`config.mk`:
```
export PLATFORM = sky130hd
export DESIGN_NAME = minimal_standard_lcg_draws
export DESIGN_NICKNAME = d
export VERILOG_FILES = /design/src/sv/msl_lcg_pkg.sv /design/src/sv/msl_lcg_dp.sv /design/src/sv/msl_lcg_ctrl.sv /design/src/sv/minimal_standard_lcg_draws.sv
export VERILOG_INCLUDE_DIRS = /design/src /design/src/sv
export SDC_FILE = /design/constraint.sdc
export NUM_CORES = 2
export LEC_CHECK = 0
export BUFFER_PORTS_ARGS = -buffer_cell sky130_fd_sc_hd__clkbuf_2
export CORE_UTILIZATION = 55
export CTS_CLUSTER_DIAMETER = 200
export DETAILED_ROUTE_END_ITERATION = 8
export HOLD_SLACK_MARGIN = 0.15
export PLACE_DENSITY = 0.76
export SETUP_SLACK_MARGIN = 0.1
export SLEW_MARGIN = 20
export SYNTH_ARGS = -nofsm -noshare
export SYNTH_HDL_FRONTEND = slang
export SYNTH_SLANG_ARGS = --single-unit
```
`constraint.sdc`:
```
create_clock -name aclk -period 8.88 [get_ports aclk]
set_input_delay 0.888 -clock aclk [delete_from_list [all_inputs] [get_ports aclk]]
set_output_delay 0.888 -clock aclk [all_outputs]
set_load 0.02 [all_outputs]
```
`src/sv/assert_macros.svh`:
```
// Assertion macros for the top-level RTL file of the LCG draw block.
`ifndef ASSERT_MACROS_SVH
`define ASSERT_MACROS_SVH

// Check a property on every rising aclk edge outside of reset.
`define ASSERT_CLKD(label, prop, msg) \
    label: assert property (@(posedge aclk) disable iff (!aresetn) (prop)) else $error(msg);

// Check a property on every rising aclk edge, reset included.
`define ASSERT_ALWAYS(label, prop, msg) \
    label: assert property (@(posedge aclk) (prop)) else $error(msg);

`endif

```
`src/sv/msl_lcg_pkg.sv`:
```
// Package: widths, generator constants and controller/datapath interface types.
package msl_lcg_pkg;

    localparam int SEED_W   = 31;
    localparam int PROD_W   = 2 * SEED_W;
    localparam int MULT_W   = 15;
    localparam int S_TDATA_W = 64;
    localparam int M_TDATA_W = 64;

    localparam logic [MULT_W-1:0] LCG_MULT   = 15'd16807;
    localparam logic [SEED_W-1:0] LCG_MOD    = 31'h7FFF_FFFF;
    localparam logic [SEED_W-1:0] SEED_RESET = 31'd1;

    localparam logic CMD_DRAW = 1'b0;
    localparam logic CMD_LOAD = 1'b1;

    // Commands from the controller to the datapath.
    typedef struct packed {
        logic latch;      // capture an accepted request
        logic load_seed;  // write the loaded seed
        logic mul_seed;   // seed times multiplier into the product register
        logic reduce;     // fold the product modulo the prime into the seed
        logic mul_bound;  // seed times upper bound into the product register
        logic emit;       // write the result register
    } dp_cmd_t;

    // Status from the datapath to the controller.
    typedef struct packed {
        logic is_load;
    } dp_status_t;

endpackage

```
`src/sv/msl_lcg_dp.sv`:
```
// Datapath: seed register, shared multiplier, Mersenne fold and result register.
module msl_lcg_dp (
    input  logic                             aclk,
    input  logic                             aresetn,
    input  msl_lcg_pkg::dp_cmd_t             cmd,
    output msl_lcg_pkg::dp_status_t          status,
    input  logic                             in_command,
    input  logic [msl_lcg_pkg::SEED_W-1:0]   in_new_seed,
    input  logic [msl_lcg_pkg::SEED_W-1:0]   in_upper_bound,
    output logic [msl_lcg_pkg::SEED_W-1:0]   out_state_value,
    output logic [msl_lcg_pkg::SEED_W-1:0]   out_bounded_value,
    output logic                             out_coin
);

    logic [msl_lcg_pkg::SEED_W-1:0] seed_reg, seed_next;
    logic                           command_reg;
    logic [msl_lcg_pkg::SEED_W-1:0] new_seed_reg;
    logic [msl_lcg_pkg::SEED_W-1:0] bound_reg;
    logic [msl_lcg_pkg::PROD_W-1:0] prod_reg;
    logic [msl_lcg_pkg::SEED_W-1:0] state_out_reg;
    logic [msl_lcg_pkg::SEED_W-1:0] bounded_out_reg;
    logic                           coin_out_reg;

    logic [msl_lcg_pkg::SEED_W-1:0] mul_b;
    logic [msl_lcg_pkg::PROD_W-1:0] mul_full;
    logic [msl_lcg_pkg::SEED_W-1:0] prod_hi, prod_lo;
    logic [msl_lcg_pkg::SEED_W:0]   fold_sum, fold_sub;
    logic                           fold_ge;
    logic [msl_lcg_pkg::SEED_W-1:0] fold_rem, quotient, load_value;
    logic                           coin_bit;

    // One multiplier serves both the step and the scaling product.
    assign mul_b = cmd.mul_seed
                 ? {{(msl_lcg_pkg::SEED_W-msl_lcg_pkg::MULT_W){1'b0}}, msl_lcg_pkg::LCG_MULT}
                 : bound_reg;
    assign mul_full = msl_lcg_pkg::PROD_W'(seed_reg) * msl_lcg_pkg::PROD_W'(mul_b);

    // P = hi*2^31 + lo = hi*M + (hi + lo); hi + lo stays below 2M.
    assign prod_hi  = prod_reg[msl_lcg_pkg::PROD_W-1:msl_lcg_pkg::SEED_W];
    assign prod_lo  = prod_reg[msl_lcg_pkg::SEED_W-1:0];
    assign fold_sum = {1'b0, prod_hi} + {1'b0, prod_lo};
    assign fold_ge  = fold_sum >= {1'b0, msl_lcg_pkg::LCG_MOD};
    assign fold_sub = fold_sum - {1'b0, msl_lcg_pkg::LCG_MOD};
    assign fold_rem = fold_ge ? fold_sub[msl_lcg_pkg::SEED_W-1:0]
                              : fold_sum[msl_lcg_pkg::SEED_W-1:0];
    assign quotient = prod_hi + msl_lcg_pkg::SEED_W'(fold_ge);

    // A loaded seed equal to the modulus or zero reduces to zero; force it to one.
    assign load_value = (new_seed_reg == msl_lcg_pkg::LCG_MOD || new_seed_reg == '0)
                      ? msl_lcg_pkg::SEED_RESET : new_seed_reg;

    assign coin_bit = {seed_reg, 1'b0} < {1'b0, msl_lcg_pkg::LCG_MOD};

    always_comb begin
        seed_next = seed_reg;
        if (cmd.load_seed) begin
            seed_next = load_value;
        end else if (cmd.reduce) begin
            seed_next = fold_rem;
        end
    end

    always_ff @(posedge aclk) begin
        if (!aresetn) begin
            seed_reg <= msl_lcg_pkg::SEED_RESET;
        end else begin
            seed_reg <= seed_next;
        end
    end

    always_ff @(posedge aclk) begin
        if (cmd.latch) begin
            command_reg  <= in_command;
            new_seed_reg <= in_new_seed;
            bound_reg    <= in_upper_bound;
        end
        if (cmd.mul_seed || cmd.mul_bound) begin
            prod_reg <= mul_full;
        end
        if (cmd.emit) begin
            state_out_reg <= seed_reg;
            if (command_reg == msl_lcg_pkg::CMD_LOAD) begin
                bounded_out_reg <= '0;
                coin_out_reg    <= 1'b0;
            end else begin
                bounded_out_reg <= quotient;
                coin_out_reg    <= coin_bit;
            end
        end
    end

    assign status.is_load    = (command_reg == msl_lcg_pkg::CMD_LOAD);
    assign out_state_value   = state_out_reg;
    assign out_bounded_value = bounded_out_reg;
    assign out_coin          = coin_out_reg;

endmodule

```
`src/sv/msl_lcg_ctrl.sv`:
```
// Controller: sequences one request through the datapath and owns the result valid.
module msl_lcg_ctrl (
    input  logic                      aclk,
    input  logic                      aresetn,
    input  logic                      in_valid,
    output logic                      in_ready,
    output logic                      out_valid,
    input  logic                      out_ready,
    output msl_lcg_pkg::dp_cmd_t      cmd,
    input  msl_lcg_pkg::dp_status_t   status
);

    localparam logic [2:0] ST_IDLE      = 3'd0;
    localparam logic [2:0] ST_LOAD      = 3'd1;
    localparam logic [2:0] ST_MUL_SEED  = 3'd2;
    localparam logic [2:0] ST_REDUCE    = 3'd3;
    localparam logic [2:0] ST_MUL_BOUND = 3'd4;
    localparam logic [2:0] ST_EMIT      = 3'd5;

    logic [2:0] state_reg, state_next;
    logic       out_valid_reg, out_valid_next;
    logic       out_free;

    // The result register may be rewritten once its old content is taken.
    assign out_free = !out_valid_reg || out_ready;

    always_comb begin
        state_next    = state_reg;
        cmd           = '0;
        in_ready      = 1'b0;
        unique case (state_reg)
            ST_IDLE: begin
                in_ready = 1'b1;
                if (in_valid) begin
                    cmd.latch  = 1'b1;
                    state_next = ST_LOAD;
                end
            end
            ST_LOAD: begin
                // Decide the path on the latched command.
                if (status.is_load) begin
                    cmd.load_seed = 1'b1;
                    state_next    = ST_EMIT;
                end else begin
                    cmd.mul_seed = 1'b1;
                    state_next   = ST_REDUCE;
                end
            end
            ST_MUL_SEED: begin
                cmd.mul_seed = 1'b1;
                state_next   = ST_REDUCE;
            end
            ST_REDUCE: begin
                cmd.reduce = 1'b1;
                state_next = ST_MUL_BOUND;
            end
            ST_MUL_BOUND: begin
                cmd.mul_bound = 1'b1;
                state_next    = ST_EMIT;
            end
            ST_EMIT: begin
                // Hold until the result register is free.
                if (out_free) begin
                    cmd.emit   = 1'b1;
                    state_next = ST_IDLE;
                end
            end
            default: begin
                state_next = ST_IDLE;
            end
        endcase
    end

    always_comb begin
        out_valid_next = out_valid_reg;
        if (cmd.emit) begin
            out_valid_next = 1'b1;
        end else if (out_ready) begin
            out_valid_next = 1'b0;
        end
    end

    always_ff @(posedge aclk) begin
        if (!aresetn) begin
            state_reg     <= ST_IDLE;
            out_valid_reg <= 1'b0;
        end else begin
            state_reg     <= state_next;
            out_valid_reg <= out_valid_next;
        end
    end

    assign out_valid = out_valid_reg;

endmodule

```
`src/sv/minimal_standard_lcg_draws.sv`:
```
// Minimal-standard LCG (multiplier 16807, modulus 2^31-1) with bounded and coin draws.
//
// Input channel s_*: one request per handshake. s_tuser is the command (0 draw,
// 1 load); s_tdata carries the seed to load and the exclusive upper bound.
// Result channel m_*: exactly one result per request, in request order: the
// seed after the request, floor(seed * bound / modulus) and a coin that is 1
// when seed / modulus is below one half (both zero on a load).
// A load passes through the LOAD and EMIT states after acceptance, a draw through
// LOAD, REDUCE, MUL_BOUND and EMIT: the single 31x31 multiplier is used twice
// (seed step, then scaling), each product registered and then split against the
// Mersenne prime. One request is in work at a time; s_tready is high only while
// idle, so a new request is taken only once the last result has been written.
// The result register parts the two sides: a new request is accepted while an
// older result still waits; if m_tready stays low the block holds the finished
// result and stalls before writing the next one.
// Reset (aresetn low, synchronous) sets the seed to 1 and drops m_tvalid.
`include "assert_macros.svh"

module minimal_standard_lcg_draws (
    input  logic                                aclk,
    input  logic                                aresetn,
    input  logic                                s_tvalid,
    output logic                                s_tready,
    // [30:0] new_seed, [61:31] upper_bound, [63:62] zero
    input  logic [msl_lcg_pkg::S_TDATA_W-1:0]   s_tdata,
    // [0] command
    input  logic                                s_tuser,
    output logic                                m_tvalid,
    input  logic                                m_tready,
    // [30:0] state_value, [61:31] bounded_value, [62] coin, [63] zero
    output logic [msl_lcg_pkg::M_TDATA_W-1:0]   m_tdata
);

    msl_lcg_pkg::dp_cmd_t    cmd;
    msl_lcg_pkg::dp_status_t status;

    logic [msl_lcg_pkg::SEED_W-1:0] state_value, bounded_value;
    logic                           coin;

    msl_lcg_ctrl u_ctrl (
        .aclk      (aclk),
        .aresetn   (aresetn),
        .in_valid  (s_tvalid),
        .in_ready  (s_tready),
        .out_valid (m_tvalid),
        .out_ready (m_tready),
        .cmd       (cmd),
        .status    (status)
    );

    msl_lcg_dp u_dp (
        .aclk              (aclk),
        .aresetn           (aresetn),
        .cmd               (cmd),
        .status            (status),
        .in_command        (s_tuser),
        .in_new_seed       (s_tdata[msl_lcg_pkg::SEED_W-1:0]),
        .in_upper_bound    (s_tdata[2*msl_lcg_pkg::SEED_W-1:msl_lcg_pkg::SEED_W]),
        .out_state_value   (state_value),
        .out_bounded_value (bounded_value),
        .out_coin          (coin)
    );

    assign m_tdata = {1'b0, coin, bounded_value, state_value};

    `ASSERT_CLKD(a_seed_in_range, m_tvalid |-> (m_tdata[30:0] != '0 && m_tdata[30:0] != msl_lcg_pkg::LCG_MOD), "seed out of range")
    `ASSERT_CLKD(a_coin_matches_seed, (m_tvalid && m_tdata[62]) |-> !m_tdata[30], "coin set for upper half")
    `ASSERT_CLKD(a_one_in_work, (s_tvalid && s_tready) |=> !s_tready, "second request taken while busy")
    `ASSERT_ALWAYS(a_reset_clears_valid, !aresetn |=> !m_tvalid, "result valid after reset")

endmodule

```
==> metrics.txt <==
run status completed; DR WL/cell about 21 um; Slew HR 19.0%; Vias/cell roughly 5.8; Hold Vio Cnt, Final 0; ys flop type edfxtp_1; total gr overflow 0; vias 31836; worst slew pin tran 1.20 ns; CP peak stage delay roughly 0.55 ns; Yosys top cell by area fa_1; first-pass GRT wire length 181000 um; Setup CP Type reg2reg; std cell rows 101; CP Capture Type flip-flop; fraction of layout cells with a size suffix above 1 11.2%; register bit count reported by yosys between 200 and 250; fin. max-slew vios 0; top cells by area, synth fa_1, edfxtp_1, ha_1; setup violators final 0; Synth top area share 39.9%; Synth cell types 91; die width 279 um; final antenna-violating net count 0; max reg flops 62; Worst Skew roughly 0.068 ns; gr usage total roughly 30%; die height 279 um; sequential share of the synthesized area around 15%; reg2reg setup slack just over 0.3 ns; most common cell after layout, fill and taps aside fa_1; most frequent cells in the layout fa_1, inv_1, nand2_1; RSZ-0062 raised after global routing yes; Yosys warning total 0; post-DP HPWL 92400 um; maximum buffer depth of the clock tree 3; # nets final between 5000 and 6000; async set-reset flop share out of synthesis 0%; worst hold path type in2reg; Max Cap Violations 0; Syn Nets 5605; port buffer count 131; Final WS setup 0.306 ns; Starting Density 55.5%; # IOs 135; post-route DRC violation count 0; clk slew on worst S/H paths 0.07 ns; Mapped Cells around 4400; TritonCTS buffer count 27; Inserted Diodes 0; FMAX 117 MHz; DRT iter0 DRCs roughly 2600; DIE AREA 0.0776 mm2; hold_buf cts 0; startpoint types flip-flop; Area growth, synth to finish 9.77%; clk_lat worst skew approximately 0.61 ns; CP Max Fanout 7; EDFF count, synth 188; mapped cell area 0.0421 mm2; largest net degree at the start of global routing 64; initial antenna violation count 4; slowest library cell on the worst path fa_1; Final Routed Wirelength 115000 um; CTS root buf clkbuf_16; drt first pass iters 6; average size of a mapped cell about 9.5 um2; H-Tree Depth 1; total core area 0.0758 mm2; Tcrit/Tclk final 96.6%; crit path time final 8.57 ns; CTS tree yes; pre-CTS setup slack -0.0230 ns; final setup TNS 0 ns; critical path arrival 8.88 ns; vias in the first global route 33204; Routability Congestion 0.968; Required @ worst endpoint 9.18 ns; Worst path most repeated cell fa_1; clock sink count 223
## worst max-delay path: cells and delay by family (launching register included)
| family | cells | cell delay [ns] |
|---|---|---|
| AOI/OAI and AO/OA | 8 | 1.73 |
| DFF | 1 | 0.43 |
| adders and majority gates | 9 | 4.30 |
| buffers and inverters | 8 | 0.82 |
| xor gates and xnor gates | 1 | 0.10 |
| and+or+nand+nor | 6 | 0.76 |
| muxes | 1 | 0.10 |
## through the flow
step	hold slack, ns	std cells	cell area (um2)	utilization (%)
after floorplan	0.468	4409	42100	-
after global placement	0.539	5440	44500	58.7
after detailed placement	0.551	5440	44500	58.7
after CTS	0.419	5496	45500	60.1
after global routing	0.432	5523	46200	60.9
final	0.449	5523	46200	60.9
## final timing paths
check                                start                            end  depth (start not counted)
max                  u_dp.status$_DFFE_PP_    u_dp.prod_reg[43]$_DFFE_PP_                         33
min                            s_tdata[33]    u_dp.bound_reg[2]$_DFFE_PP_                          1
max reg2reg          u_dp.status$_DFFE_PP_    u_dp.prod_reg[43]$_DFFE_PP_                         33
min reg2reg  u_ctrl.out_valid$_SDFFE_PN0P_  u_ctrl.out_valid$_SDFFE_PN0P_                          2
## kinds of logic (layout without fill, tap and decap cells)
kind of cell	Yosys count	in the layout	synth area share (%)
and+or+nand+nor	1440	1441	17.4
adders and majority gates	1127	1127	48.5
buffers and inverters	1050	1185	9.46
AOI/OAI and AO/OA	440	440	6.93
DFF	223	223	15.1
xor gates and xnor gates	121	121	2.52
muxes	7	7	0.172
other	1	1	0.00891
## routing by layer
layer	GRT usage [%]	part of all wire, %	up-vias
li1	-	-	13875
met1	39.9	39	16427
met2	51.3	49	1270
met3	3.17	7.7	262
met4	10.1	4.0	2
met5	0	0.011	-
## what timing repair did
action	CTS	global route
pin swaps	2	57
setup endpoints to repair	11	18
resized for setup	20	101
setup buffers	5	21
hold endpoints to repair	0	0
cloned	2	6
## cell type report
type	instances	area (um2)
timing repair buffer	332	2520
fill	6253	29600
multi-input combinational	3137	32200
clock buffer	34	733
inverter	804	3020
tap	978	1220
sequential	223	6350
clock inverter	15	129
## cells in the mapped netlist (all sizes together), types with 36 or more instances
master / n
o21ai: 88
inv: 804
xnor2: 67
clkbuf: 231
edfxtp: 188
nand2: 595
xor2: 54
a21oi: 132
a21o: 47
fa: 838
and2: 494
nand3: 52
nor2: 92
ha: 289
nor2b: 36
Power is not shown: default switching activity piles up to over one toggle a cycle in this logic, so the estimate is an artifact.
